**src/rtl/ohte_pkg.sv**
```systemverilog
// Shared types, constants and helpers of the ordered hash table engine.
package ohte_pkg;

    localparam int ENTRIES = 255;
    localparam int NSLOT = ENTRIES + 1;
    localparam int SLOT_W = $clog2(NSLOT);
    localparam int KEY_W = 64;
    localparam int DATA_W = 64;

    typedef logic [SLOT_W-1:0] t_slot;

    typedef enum logic [2:0] {
        OP_ADD       = 3'd0,
        OP_LOOKUP    = 3'd1,
        OP_DEL_KEY   = 3'd2,
        OP_DEL_POS   = 3'd3,
        OP_TO_FRONT  = 3'd4,
        OP_TO_BACK   = 3'd5,
        OP_FRONT     = 3'd6,
        OP_ITERATE   = 3'd7
    } t_op;

    typedef enum logic [1:0] {
        ST_OK   = 2'd0,
        ST_NONE = 2'd1,
        ST_FULL = 2'd2
    } t_status;

    typedef enum logic [4:0] {
        CMD_NONE,
        CMD_LOAD,
        CMD_DECODE,
        CMD_SCAN_RD,
        CMD_SCAN_CMP,
        CMD_DATA_WR,
        CMD_FIFO_RD,
        CMD_ALLOC,
        CMD_LINK_RD,
        CMD_UNLINK,
        CMD_FRONT1,
        CMD_FRONT2,
        CMD_BACK1,
        CMD_BACK2,
        CMD_KD_GET,
        CMD_FAIL,
        CMD_FULL,
        CMD_RESULT
    } t_cmd_code;

    typedef struct packed {
        t_cmd_code code;
    } t_cmd;

    typedef enum logic [4:0] {
        S_IDLE,
        S_DECODE,
        S_SCAN_RD,
        S_SCAN_CMP,
        S_DATA_WR,
        S_FIFO_RD,
        S_ALLOC,
        S_LINK_RD,
        S_UNLINK,
        S_FRONT1,
        S_FRONT2,
        S_BACK1,
        S_BACK2,
        S_KD_RD,
        S_KD_GET,
        S_FAIL,
        S_FULL,
        S_RESULT
    } t_state;

    typedef struct packed {
        t_op  op;
        logic sel_ok;
        logic scan_hit;
        logic scan_last;
        logic full;
        logic out_busy;
    } t_dp_status;

    function automatic t_slot slot_inc(input t_slot x);
        t_slot r;
        if (x == SLOT_W'(ENTRIES)) begin
            r = '0;
        end else begin
            r = x + 1'b1;
        end
        return r;
    endfunction

endpackage

```
**src/rtl/ohte_ctrl.sv**
```systemverilog
// Controller state machine of the ordered hash table engine.
module ohte_ctrl (
    input  logic                 i_clk,
    input  logic                 i_rst_n,
    input  logic                 i_valid,
    output logic                 o_ready,
    input  ohte_pkg::t_dp_status i_stat,
    output ohte_pkg::t_cmd       o_cmd
);

    ohte_pkg::t_state r_state;
    ohte_pkg::t_state n_state;

    always_ff @(posedge i_clk) begin
        if (!i_rst_n) begin
            r_state <= ohte_pkg::S_IDLE;
        end else begin
            r_state <= n_state;
        end
    end

    always_comb begin
        n_state = r_state;
        unique case (r_state)
            ohte_pkg::S_IDLE: begin
                if (i_valid) begin
                    n_state = ohte_pkg::S_DECODE;
                end
            end
            ohte_pkg::S_DECODE: begin
                priority if (i_stat.op == ohte_pkg::OP_ADD ||
                             i_stat.op == ohte_pkg::OP_LOOKUP ||
                             i_stat.op == ohte_pkg::OP_DEL_KEY) begin
                    n_state = ohte_pkg::S_SCAN_RD;
                end else if (!i_stat.sel_ok) begin
                    n_state = ohte_pkg::S_FAIL;
                end else if (i_stat.op == ohte_pkg::OP_FRONT ||
                             i_stat.op == ohte_pkg::OP_ITERATE) begin
                    n_state = ohte_pkg::S_KD_RD;
                end else begin
                    n_state = ohte_pkg::S_LINK_RD;
                end
            end
            ohte_pkg::S_SCAN_RD: n_state = ohte_pkg::S_SCAN_CMP;
            ohte_pkg::S_SCAN_CMP: begin
                priority if (i_stat.scan_hit) begin
                    priority if (i_stat.op == ohte_pkg::OP_ADD) begin
                        n_state = ohte_pkg::S_DATA_WR;
                    end else if (i_stat.op == ohte_pkg::OP_LOOKUP) begin
                        n_state = ohte_pkg::S_KD_RD;
                    end else begin
                        n_state = ohte_pkg::S_LINK_RD;
                    end
                end else if (!i_stat.scan_last) begin
                    n_state = ohte_pkg::S_SCAN_RD;
                end else if (i_stat.op != ohte_pkg::OP_ADD) begin
                    n_state = ohte_pkg::S_FAIL;
                end else if (i_stat.full) begin
                    n_state = ohte_pkg::S_FULL;
                end else begin
                    n_state = ohte_pkg::S_FIFO_RD;
                end
            end
            ohte_pkg::S_DATA_WR: n_state = ohte_pkg::S_RESULT;
            ohte_pkg::S_FIFO_RD: n_state = ohte_pkg::S_ALLOC;
            ohte_pkg::S_ALLOC:   n_state = ohte_pkg::S_BACK2;
            ohte_pkg::S_LINK_RD: n_state = ohte_pkg::S_UNLINK;
            ohte_pkg::S_UNLINK: begin
                priority if (i_stat.op == ohte_pkg::OP_TO_FRONT) begin
                    n_state = ohte_pkg::S_FRONT1;
                end else if (i_stat.op == ohte_pkg::OP_TO_BACK) begin
                    n_state = ohte_pkg::S_BACK1;
                end else begin
                    n_state = ohte_pkg::S_RESULT;
                end
            end
            ohte_pkg::S_FRONT1: n_state = ohte_pkg::S_FRONT2;
            ohte_pkg::S_FRONT2: n_state = ohte_pkg::S_RESULT;
            ohte_pkg::S_BACK1:  n_state = ohte_pkg::S_BACK2;
            ohte_pkg::S_BACK2:  n_state = ohte_pkg::S_RESULT;
            ohte_pkg::S_KD_RD:  n_state = ohte_pkg::S_KD_GET;
            ohte_pkg::S_KD_GET: n_state = ohte_pkg::S_RESULT;
            ohte_pkg::S_FAIL:   n_state = ohte_pkg::S_RESULT;
            ohte_pkg::S_FULL:   n_state = ohte_pkg::S_RESULT;
            ohte_pkg::S_RESULT: begin
                if (!i_stat.out_busy) begin
                    n_state = ohte_pkg::S_IDLE;
                end
            end
            default: n_state = ohte_pkg::S_IDLE;
        endcase
    end

    always_comb begin
        o_ready = (r_state == ohte_pkg::S_IDLE);
        o_cmd.code = ohte_pkg::CMD_NONE;
        unique case (r_state)
            ohte_pkg::S_IDLE: begin
                if (i_valid) begin
                    o_cmd.code = ohte_pkg::CMD_LOAD;
                end
            end
            ohte_pkg::S_DECODE:   o_cmd.code = ohte_pkg::CMD_DECODE;
            ohte_pkg::S_SCAN_RD:  o_cmd.code = ohte_pkg::CMD_SCAN_RD;
            ohte_pkg::S_SCAN_CMP: o_cmd.code = ohte_pkg::CMD_SCAN_CMP;
            ohte_pkg::S_DATA_WR:  o_cmd.code = ohte_pkg::CMD_DATA_WR;
            ohte_pkg::S_FIFO_RD:  o_cmd.code = ohte_pkg::CMD_FIFO_RD;
            ohte_pkg::S_ALLOC:    o_cmd.code = ohte_pkg::CMD_ALLOC;
            ohte_pkg::S_LINK_RD:  o_cmd.code = ohte_pkg::CMD_LINK_RD;
            ohte_pkg::S_UNLINK:   o_cmd.code = ohte_pkg::CMD_UNLINK;
            ohte_pkg::S_FRONT1:   o_cmd.code = ohte_pkg::CMD_FRONT1;
            ohte_pkg::S_FRONT2:   o_cmd.code = ohte_pkg::CMD_FRONT2;
            ohte_pkg::S_BACK1:    o_cmd.code = ohte_pkg::CMD_BACK1;
            ohte_pkg::S_BACK2:    o_cmd.code = ohte_pkg::CMD_BACK2;
            ohte_pkg::S_KD_RD:    o_cmd.code = ohte_pkg::CMD_NONE;
            ohte_pkg::S_KD_GET:   o_cmd.code = ohte_pkg::CMD_KD_GET;
            ohte_pkg::S_FAIL:     o_cmd.code = ohte_pkg::CMD_FAIL;
            ohte_pkg::S_FULL:     o_cmd.code = ohte_pkg::CMD_FULL;
            ohte_pkg::S_RESULT: begin
                if (!i_stat.out_busy) begin
                    o_cmd.code = ohte_pkg::CMD_RESULT;
                end
            end
            default: o_cmd.code = ohte_pkg::CMD_NONE;
        endcase
    end

`ifndef SYNTHESIS
    a_ready_idle: assert property (@(posedge i_clk) disable iff (!i_rst_n)
        (i_valid && o_ready) |=> r_state == ohte_pkg::S_DECODE)
        else $error("An accepted request did not start decoding.");
    a_result_done: assert property (@(posedge i_clk) disable iff (!i_rst_n)
        o_cmd.code == ohte_pkg::CMD_RESULT |=> r_state == ohte_pkg::S_IDLE)
        else $error("Controller did not return to idle after a result.");
    a_no_accept_busy: assert property (@(posedge i_clk) disable iff (!i_rst_n)
        r_state != ohte_pkg::S_IDLE |-> !o_ready)
        else $error("Request accepted while an operation was in progress.");
`endif

endmodule

```
**config.mk**
```make
export PLATFORM = sky130hd
export DESIGN_NAME = ohte_ctrl
export DESIGN_NICKNAME = d
export VERILOG_FILES = /design/src/rtl/ohte_pkg.sv /design/src/rtl/ohte_ctrl.sv
export SDC_FILE = /design/constraint.sdc
export NUM_CORES = 1
export LEC_CHECK = 0
export BUFFER_PORTS_ARGS = -buffer_cell sky130_fd_sc_hd__buf_4
export CAP_MARGIN = 20
export CORE_AREA = 2 2 39 41
export CTS_CLUSTER_SIZE = 14
export DETAILED_ROUTE_END_ITERATION = 6
export DIE_AREA = 0 0 41 43
export GPL_TIMING_DRIVEN = 0
export PLACE_DENSITY = 0.81
export SLEW_MARGIN = 20
export SYNTH_ARGS = -nofsm -noshare
export SYNTH_HDL_FRONTEND = slang
export SYNTH_SLANG_ARGS = --single-unit
```
**constraint.sdc**
```tcl
create_clock -name i_clk -period 3.7 [get_ports i_clk]
set_input_delay 0 -clock i_clk [delete_from_list [all_inputs] [get_ports i_clk]]
set_output_delay 0 -clock i_clk [all_outputs]
set_load 0.05 [all_outputs]
```
==> results of run 1 <==
==> metal layers <==
| metal | wire length, um | GRT usage (%) | vias to the layer above |
|---|---|---|---|
| met4 | 0 | 0 | 0 |
| met3 | 123 | 7.85 | 0 |
| met5 | 0 | 0 | - |
| met1 | 718 | 27.4 | 356 |
| li1 | - | - | 398 |
| met2 | 800 | 31.6 | 30 |
==> cells in the final DEF, fill, tap and decap left out, types with 2 or more instances in the layout <==
cell and count:
sky130_fd_sc_hd__buf_2 2, sky130_fd_sc_hd__a31oi_1 3, sky130_fd_sc_hd__clkbuf_4 3, sky130_fd_sc_hd__mux2i_1 2, sky130_fd_sc_hd__nor3_1 5, sky130_fd_sc_hd__inv_1 2, sky130_fd_sc_hd__o31a_1 2, sky130_fd_sc_hd__o21ai_0 7
sky130_fd_sc_hd__o22ai_1 2, sky130_fd_sc_hd__a21oi_1 5, sky130_fd_sc_hd__nor2_1 7, sky130_fd_sc_hd__nand2b_1 4, sky130_fd_sc_hd__buf_4 16, sky130_fd_sc_hd__nor2b_1 3, sky130_fd_sc_hd__nor3b_1 2, sky130_fd_sc_hd__dfxtp_1 5
sky130_fd_sc_hd__nand3_1 7, sky130_fd_sc_hd__clkbuf_1 7, sky130_fd_sc_hd__and3_1 2, sky130_fd_sc_hd__or3b_2 2, sky130_fd_sc_hd__nand3b_1 4, sky130_fd_sc_hd__nand2_1 11
==> how the worst max path moves through the flow <==
stage                 endpoint  slack [ns]  depth (start not counted)
floorplan             o_cmd[0]        1.82                          4
CTS                   o_cmd[1]        1.91                          6
global placement    r_state[2]        2.19                          5
global route          o_cmd[1]        1.77                          6
finish                o_cmd[1]        1.90                          6
detailed placement    o_cmd[1]        2.19                          6
==> metrics by stage <==
| stage | hold slack, ns | instances | cell area (um^2) | util (%) |
|---|---|---|---|---|
| finish | 0.0388 | 133 | 806 | 58.2 |
| global route | 0.0353 | 133 | 806 | 58.2 |
| CTS | 0.0363 | 133 | 806 | 58.2 |
| detailed placement | 0.291 | 129 | 779 | 56.3 |
| global placement | 0.286 | 129 | 779 | 56.3 |
| floorplan | 0.125 | 97 | 639 | - |
==> cell type report <==
cell class | count | area, um^2
inverter | 2 | 7.51
timing repair buffer | 16 | 120
buffer | 9 | 43.8
tap | 16 | 20.0
sequential | 5 | 100
multi-input combinational | 81 | 488
fill | 134 | 578
clock buffer | 4 | 26.3
==> power breakdown <==
part | leakage [nW] | internal [mW] | switching [mW]
clock | 0.0150 | 0.0408 | 0.0232
combinational | 0.262 | 0.202 | 0.366
sequential | 0.0411 | 0.0750 | 0.0118
==> logic make-up (layout without fill, tap and decap cells) <==
group | Yosys count | after routing | synth area share (%)
AND/OR/NAND/NOR | 50 | 50 | 42.9
buffers and inverters | 11 | 31 | 8.02
flip-flops | 5 | 5 | 15.7
multiplexers | 2 | 2 | 3.13
AO/OA/AOI/OAI | 28 | 28 | 29.0
XOR/XNOR | 1 | 1 | 1.37
==> summary.json, run 1 <==
{
  "status": {"value": "finished clean"},
  "tritoncts_clock_tree": {"value": "done"},
  "worst_slack": {"value": 1.90, "unit": "ns"},
  "max_cap_viols": {"value": 0},
  "num_vias": {"value": 784},
  "place.detailed.hpwl": {"value": 1230, "unit": "um"},
  "syn_inst": {"value": 97},
  "period_needed": {"value": 1.80, "unit": "ns"},
  "cts_root_buffer": {"value": "sky130_fd_sc_hd__clkbuf_4"},
  "clock-sinks": {"value": 5},
  "cts.path.max_buffers": {"value": 2},
  "antenna_cells_inserted": {"value": 0},
  "final_nets": {"value": 129},
  "synth_fp_nets": {"value": 108},
  "drt_pass1_iterations": {"value": 4},
  "grt_max_degree": {"value": 11},
  "largest_register_ffs": {"value": 5},
  "die_area": {"value": 1760, "unit": "um^2"},
  "power.density_cell_area": {"value": 892, "unit": "nW/um^2"},
  "timing.rr.start": {"value": "r_state[0]"},
  "timing.critical_path.buf_inv": {"value": 3},
  "max_slew.worst_pin.slew": {"value": 0.484, "unit": "ns"},
  "worstHoldPathType": {"value": "in -> reg"},
  "timing.fmax": {"value": 0.557, "unit": "GHz"},
  "setup_repair_after_global_routing_missed_its_margin": {"value": "no"},
  "synth_common_cells": {"value": "11 x sky130_fd_sc_hd__nand2_1, 7 x sky130_fd_sc_hd__nand3_1, 7 x sky130_fd_sc_hd__nor2_1, 7 x sky130_fd_sc_hd__o21ai_0, 6 x sky130_fd_sc_hd__clkbuf_1"},
  "syn-cell-area": {"value": 639, "unit": "um^2"},
  "routedWlPerCell": {"value": 12.4, "unit": "um"},
  "final_antenna_net_count": {"value": 0},
  "max_flop_register": {"value": "r_state"},
  "synth.area.top_cells": {"value": "sky130_fd_sc_hd__dfxtp_1 16%, sky130_fd_sc_hd__nand2_1 6.5%, sky130_fd_sc_hd__nand3_1 5.5%, sky130_fd_sc_hd__o21ai_0 5.5%, sky130_fd_sc_hd__nand3b_1 4.7%"},
  "synth_enable_flop_cells": {"value": 0},
  "vias_per_cell": {"value": 5.89},
  "io_pins": {"value": 17},
  "h-tree-depth": {"value": 1},
  "crit_slowest_cell": {"value": "sky130_fd_sc_hd__clkbuf_1"},
  "whs_path_depth": {"value": 2},
  "grt_first_pass_wirelength": {"value": 2520, "unit": "um"},
  "synthToLayoutAreaGrowth": {"value": 26.0, "unit": "%"},
  "preCtsSetupSlack": {"value": 2.19, "unit": "ns"},
  "floorplan.initialDensity": {"value": 46.2, "unit": "%"},
  "worst_r2r_endpoint": {"value": "r_state[2]"},
  "max_stage_delay": {"value": 0.35, "unit": "ns"},
  "tritoncts.num_buffers": {"value": 3},
  "report.final.hold_viol_count": {"value": 0},
  "total_power": {"value": 719, "unit": "uW"},
  "total_leakage_power": {"value": 0.319, "unit": "nW"},
  "clock_skew": {"value": 0.00571, "unit": "ns"},
  "core": {"value": 1380, "unit": "um^2"},
  "antenna_found_initial": {"value": 0},
  "async_flop_share": {"value": 0, "unit": "%"},
  "first_iter_violations": {"value": 20},
  "ws_path_type": {"value": "reg -> out"},
  "totalNegativeSetupSlack": {"value": 0, "unit": "ns"},
  "startpoint_type": {"value": "flop"},
  "buffer_ports.inserted": {"value": 16},
  "yosysMostFrequentCell": {"value": "sky130_fd_sc_hd__nand2_1"},
  "cp_data_arrival_time": {"value": 1.80, "unit": "ns"},
  "floorplan.rows": {"value": 14},
  "seq_area_frac_synth": {"value": 15.7, "unit": "%"},
  "post-synth-top-area-cell": {"value": "sky130_fd_sc_hd__dfxtp_1"},
  "worst_path_most_repeated_cell": {"value": "sky130_fd_sc_hd__clkbuf_1"},
  "grt_use_total": {"value": 20.2, "unit": "%"},
  "critical_path.endpoint_type": {"value": "output pin"},
  "synth_cell_types": {"value": 34},
  "worstPathRequired": {"value": 3.70, "unit": "ns"},
  "clock_latency_at_the_later_pin_of_the_worst_skew_pair": {"value": 0.24, "unit": "ns"},
  "final_number_of_setup_violating_endpoints": {"value": 0},
  "slew-limit-headroom": {"value": 67.5, "unit": "%"},
  "vdd_drop_max": {"value": 0.385, "unit": "mV"},
  "min-delay-start": {"value": "i_rst_n"},
  "worst_setup_hold_path_clk_slew": {"value": 0.05, "unit": "ns"},
  "ys_seq_elements": {"value": 5},
  "cp_cell_sequence": {"value": "clkbuf_1 > clkbuf_1 > nand2_1 > xor2_1 > nor2_1 > buf_4"},
  "postCtsSetupRepairBufs": {"value": 0},
  "post_synth.cell_area_avg": {"value": 6.59, "unit": "um^2"},
  "floorplan.die.height": {"value": 43, "unit": "um"},
  "timing.reg2reg.worst_path_depth": {"value": 5},
  "report.final.slew_viol_count": {"value": 0},
  "cts_repair_resize_count": {"value": 0},
  "final_min_period_over_clock_period": {"value": 48.6, "unit": "%"},
  "vias_in_the_first_global_route": {"value": 617},
  "grt_remaining_overflow": {"value": 0},
  "reg.largest.list": {"value": "r_state x5"},
  "post-synth-top-area-fraction": {"value": 15.7, "unit": "%"},
  "place_congestion": {"value": 0.842},
  "drc": {"value": 0},
  "critical_path.max_fanout": {"value": 10},
  "min_to": {"value": "r_state[4]"},
  "critPathLaunch": {"value": "r_state[0]"},
  "path_delay_family": {"value": "buffers and inverters"},
  "synth.yosys.warnings": {"value": 0},
  "cts_hold_buf": {"value": 0},
  "rrSetupSlack": {"value": 2.13, "unit": "ns"},
  "dominant_synthesized_flop_cell": {"value": "sky130_fd_sc_hd__dfxtp_1"},
  "drive_gt1_share": {"value": 21.4, "unit": "%"},
  "routed_wirelength": {"value": 1640, "unit": "um"},
  "die_width": {"value": 41, "unit": "um"}
}
(Power assumes the default switching activity.)
==> run 2: changes to the inputs <==
ABC_AREA = 1   (was default)
CORE_AREA = default   (was 2 2 39 41)
CORE_MARGIN = 2   (was default)
CORE_UTILIZATION = 46   (was default)
DIE_AREA = default   (was 0 0 41 43)
clock period = 1.5 ns   (was 3.7 ns; I/O delays follow)
==> run 2 against run 1 <==
Combinational power grew to 2.7 times the previous value. Die area is 1.3% lower. Register-to-register slack worse by 2.0 ns. Largest power group unchanged. Non-clock buffer count is 2 lower.
==> summary.json, run 2 <==
{
  "status": {"value": "finished clean", "change": "unchanged"},
  "synth_common_cells": {"value": "32 x sky130_fd_sc_hd__nand2_1, 17 x sky130_fd_sc_hd__inv_1, 15 x sky130_fd_sc_hd__nand3_1, 15 x sky130_fd_sc_hd__nor2_1, 7 x sky130_fd_sc_hd__a21oi_1", "change": "was 11 x sky130_fd_sc_hd__nand2_1, 7 x sky130_fd_sc_hd__nand3_1, 7 x sky130_fd_sc_hd__nor2_1, 7 x sky130_fd_sc_hd__o21ai_0, 6 x sky130_fd_sc_hd__clkbuf_1"},
  "die_area": {"value": 1740, "unit": "um^2", "change": "was 1760 um^2"},
  "tritoncts.num_buffers": {"value": 3, "change": "unchanged"},
  "first_iter_violations": {"value": 28, "change": "was 20"},
  "final_core_util": {"value": 74.8, "unit": "%", "change": "was 58.2%"},
  "power.density_cell_area": {"value": 2020, "unit": "nW/um^2", "change": "was 892 nW/um^2"},
  "final_min_period_over_clock_period": {"value": 97.2, "unit": "%"},
  "io_pins": {"value": 17, "change": "unchanged"},
  "max_slew.worst_pin.slew": {"value": 0.248, "unit": "ns", "change": "was 0.484 ns"},
  "yosysMostFrequentCell": {"value": "sky130_fd_sc_hd__nand2_1", "change": "unchanged"},
  "slew-limit-headroom": {"value": 83.5, "unit": "%", "change": "was 67.5%"},
  "final_nets": {"value": 159, "change": "was 129"},
  "timing.fmax": {"value": 0.686, "unit": "GHz"},
  "grt_remaining_overflow": {"value": 0, "change": "unchanged"},
  "syn-cell-area": {"value": 654, "unit": "um^2", "change": "was 639 um^2"},
  "final_antenna_net_count": {"value": 0, "change": "unchanged"},
  "area_of_all_placed_cells_without_fillers": {"value": 986, "unit": "um^2", "change": "was 806 um^2"},
  "total_leakage_power": {"value": 0.489, "unit": "nW", "change": "was 0.319 nW"},
  "total_power": {"value": 1.99, "unit": "mW", "change": "was 719 uW"},
  "vdd_drop_max": {"value": 1.09, "unit": "mV", "change": "was 0.385 mV"},
  "top_library_cells_by_usage_in_the_layout_fill_and_taps_aside": {"value": "28 x sky130_fd_sc_hd__nand2_1, 16 x sky130_fd_sc_hd__inv_1, 16 x sky130_fd_sc_hd__buf_4", "change": "was 16 x sky130_fd_sc_hd__buf_4, 11 x sky130_fd_sc_hd__nand2_1"},
  "floorplan.rows": {"value": 13, "change": "was 14"},
  "buffer_ports.inserted": {"value": 16, "change": "unchanged"},
  "critical_path.max_fanout": {"value": 5, "change": "was 10"},
  "grt.met2_usage": {"value": 33.8, "unit": "%", "change": "was 31.6%"},
  "grt_util_met3": {"value": 1.30, "unit": "%", "change": "was 7.85%"},
  "reg.largest.list": {"value": "r_state x5", "change": "unchanged"},
  "floorplan.die.height": {"value": 41.7, "unit": "um", "change": "was 43 um"},
  "worstPathRequired": {"value": 1.50, "unit": "ns", "change": "was 3.70 ns"},
  "tritoncts_clock_tree": {"value": "done", "change": "unchanged"},
  "worst_setup_hold_path_clk_slew": {"value": 0.04, "unit": "ns", "change": "was 0.05 ns"},
  "worstHoldPathType": {"value": "in -> reg", "change": "unchanged"},
  "timing.hold.ws": {"value": 0.124, "unit": "ns", "change": "was 0.0388 ns"},
  "drc": {"value": 0, "change": "unchanged"},
  "cp_data_arrival_time": {"value": 1.46, "unit": "ns", "change": "was 1.80 ns"},
  "critical_path.endpoint_type": {"value": "output pin", "change": "unchanged"},
  "core": {"value": 1320, "unit": "um^2", "change": "was 1380 um^2"},
  "dpl.cell_count": {"value": 152, "change": "was 129"},
  "drt_pass1_iterations": {"value": 5, "change": "was 4"},
  "synth_cell_types": {"value": 23, "change": "was 34"},
  "synthToLayoutAreaGrowth": {"value": 50.7, "unit": "%", "change": "was 26.0%"},
  "num_vias": {"value": 913, "change": "was 784"},
  "drive_gt1_share": {"value": 38.8, "unit": "%", "change": "was 21.4%"},
  "finish.cell_count_without_fillers": {"value": 162, "change": "was 133"},
  "worst_slack": {"value": 0.0414, "unit": "ns", "change": "was 1.90 ns"},
  "preCtsSetupSlack": {"value": 0.0845, "unit": "ns", "change": "was 2.19 ns"},
  "report.final.hold_viol_count": {"value": 0, "change": "unchanged"},
  "setup_repair_after_global_routing_missed_its_margin": {"value": "yes", "change": "was no"},
  "max_flop_register": {"value": "r_state", "change": "unchanged"},
  "ws_path_type": {"value": "reg -> out", "change": "unchanged"},
  "synth_fp_nets": {"value": 132, "change": "was 108"},
  "report.final.slew_viol_count": {"value": 0, "change": "unchanged"},
  "vias_per_cell": {"value": 5.64, "change": "was 5.89"},
  "grt_use_total": {"value": 20.1, "unit": "%", "change": "was 20.2%"},
  "vias_in_the_first_global_route": {"value": 725, "change": "was 617"},
  "max_cap_viols": {"value": 0, "change": "unchanged"},
  "place_congestion": {"value": 0.932, "change": "was 0.842"},
  "post_synth.cell_area_avg": {"value": 5.41, "unit": "um^2", "change": "was 6.59 um^2"},
  "seq_area_frac_synth": {"value": 15.3, "unit": "%", "change": "was 15.7%"},
  "routedWlPerCell": {"value": 12.6, "unit": "um", "change": "was 12.4 um"},
  "final_number_of_setup_violating_endpoints": {"value": 0, "change": "unchanged"},
  "startpoint_type": {"value": "flop", "change": "unchanged"},
  "ys_seq_elements": {"value": 5, "change": "unchanged"},
  "grt_max_degree": {"value": 11, "change": "unchanged"},
  "globalRouteMet1Util": {"value": 27.1, "unit": "%", "change": "was 27.4%"},
  "placedInstanceArea": {"value": 793, "unit": "um^2", "change": "was 779 um^2"},
  "floorplan.initialDensity": {"value": 49.7, "unit": "%", "change": "was 46.2%"},
  "synth.yosys.warnings": {"value": 0, "change": "unchanged"},
  "clock-sinks": {"value": 5, "change": "unchanged"},
  "post-synth-top-area-fraction": {"value": 18.4, "unit": "%", "change": "was 15.7%"},
  "async_flop_share": {"value": 0, "unit": "%", "change": "unchanged"},
  "place.detailed.hpwl": {"value": 1420, "unit": "um", "change": "was 1230 um"},
  "global_route_layer_with_the_greatest_usage": {"value": "met2", "change": "unchanged"},
  "post-synth-top-area-cell": {"value": "sky130_fd_sc_hd__nand2_1", "change": "was sky130_fd_sc_hd__dfxtp_1"},
  "die_width": {"value": 41.7, "unit": "um", "change": "was 41 um"},
  "rrSetupSlack": {"value": 0.14, "unit": "ns", "change": "was 2.13 ns"},
  "grt_first_pass_wirelength": {"value": 2810, "unit": "um", "change": "was 2520 um"},
  "layout_commonest_cell": {"value": "sky130_fd_sc_hd__nand2_1", "change": "was sky130_fd_sc_hd__buf_4"},
  "antenna_cells_inserted": {"value": 0, "change": "unchanged"},
  "clock_skew": {"value": 0.00395, "unit": "ns", "change": "was 0.00571 ns"},
  "antenna_found_initial": {"value": 0, "change": "unchanged"},
  "synth.area.top_cells": {"value": "sky130_fd_sc_hd__nand2_1 18%, sky130_fd_sc_hd__dfxtp_1 15%, sky130_fd_sc_hd__nand3_1 11%, sky130_fd_sc_hd__inv_1 9.8%, sky130_fd_sc_hd__nor2_1 8.6%", "change": "was sky130_fd_sc_hd__dfxtp_1 16%, sky130_fd_sc_hd__nand2_1 6.5%, sky130_fd_sc_hd__nand3_1 5.5%, sky130_fd_sc_hd__o21ai_0 5.5%, sky130_fd_sc_hd__nand3b_1 4.7%"},
  "cts.path.max_buffers": {"value": 2, "change": "unchanged"},
  "routed_wirelength": {"value": 2040, "unit": "um", "change": "was 1640 um"},
  "synth_enable_flop_cells": {"value": 0, "change": "unchanged"},
  "clock_latency_at_the_later_pin_of_the_worst_skew_pair": {"value": 0.23, "unit": "ns", "change": "was 0.24 ns"},
  "totalNegativeSetupSlack": {"value": 0, "unit": "ns", "change": "unchanged"},
  "syn_inst": {"value": 121, "change": "was 97"},
  "largest_register_ffs": {"value": 5, "change": "unchanged"},
  "period_needed": {"value": 1.46, "unit": "ns"},
  "dominant_synthesized_flop_cell": {"value": "sky130_fd_sc_hd__dfxtp_1", "change": "unchanged"},
  "h-tree-depth": {"value": 1, "change": "unchanged"},
  "cts_root_buffer": {"value": "sky130_fd_sc_hd__clkbuf_4", "change": "unchanged"}
}
## run 2: cell count changes in the layout (fill, tap and decap cells not counted), moves of 5 or more
cell,change
sky130_fd_sc_hd__nand2_1,+17
sky130_fd_sc_hd__inv_1,+14
sky130_fd_sc_hd__nor2_4,+7
sky130_fd_sc_hd__clkbuf_1,-6
sky130_fd_sc_hd__dfxtp_1,-5
sky130_fd_sc_hd__nand2_2,+5
sky130_fd_sc_hd__nand3_1,+5
## run 2: area by class of cell
class                      count  area, um^2
multi-input combinational     96         559
fill                         103         332
timing repair buffer          22         180
sequential                     5         116
inverter                      19        73.8
clock buffer                   4        26.3
tap                           15        18.8
buffer                         1        11.3
## run 2: final timing paths
path,from,to,depth (start not counted)
setup / recovery,r_state[4],o_cmd[0],7
hold / removal,i_stat[4],r_state[3],4
setup reg to reg,r_state[1],r_state[0],8
hold reg to reg,r_state[4],r_state[0],2
## run 2: per-layer routing
layer	vias to the layer above	wire length [um]
met5	-	0
met4	0	17
met3	4	152
met2	53	1060
met1	404	809
li1	452	-
## run 2: kinds of logic after synthesis
kind of cell           Yosys count  share of synthesized area, %
buffers and inverters           20                          11.7
AND/OR/NAND/NOR                 80                          58.7
AO/OA/AOI/OAI                   16                          14.3
flip-flops                       5                          15.3
## run 2: repair_timing
| action | 4_1_cts | 5_1_grt |
|---|---|---|
| buffers inserted | 0 | 4 |
| resized for setup | 10 | 26 |
| hold buffers | 1 | 0 |
| pin swaps | 0 | 10 |
| endpoints found under the hold margin | 2 | 0 |
| cloned | 0 | 1 |
| setup endpoints to repair | 4 | 4 |
## run 2: worst max-delay path, stage by stage (launching register included)
cell and delay [ns]:
sky130_fd_sc_hd__dfxtp_4 0.37, sky130_fd_sc_hd__inv_4 0.05, sky130_fd_sc_hd__buf_6 0.13, sky130_fd_sc_hd__nand3_4 0.09
sky130_fd_sc_hd__nand2_2 0.07, sky130_fd_sc_hd__nor4_4 0.26, sky130_fd_sc_hd__nand2_1 0.09, sky130_fd_sc_hd__buf_6 0.16
## run 2: power breakdown
group	total [mW]	internal [mW]	switching (mW)
combinational	1.54	0.547	0.990
sequential	0.306	0.202	0.104
clock	0.147	0.100	0.0465
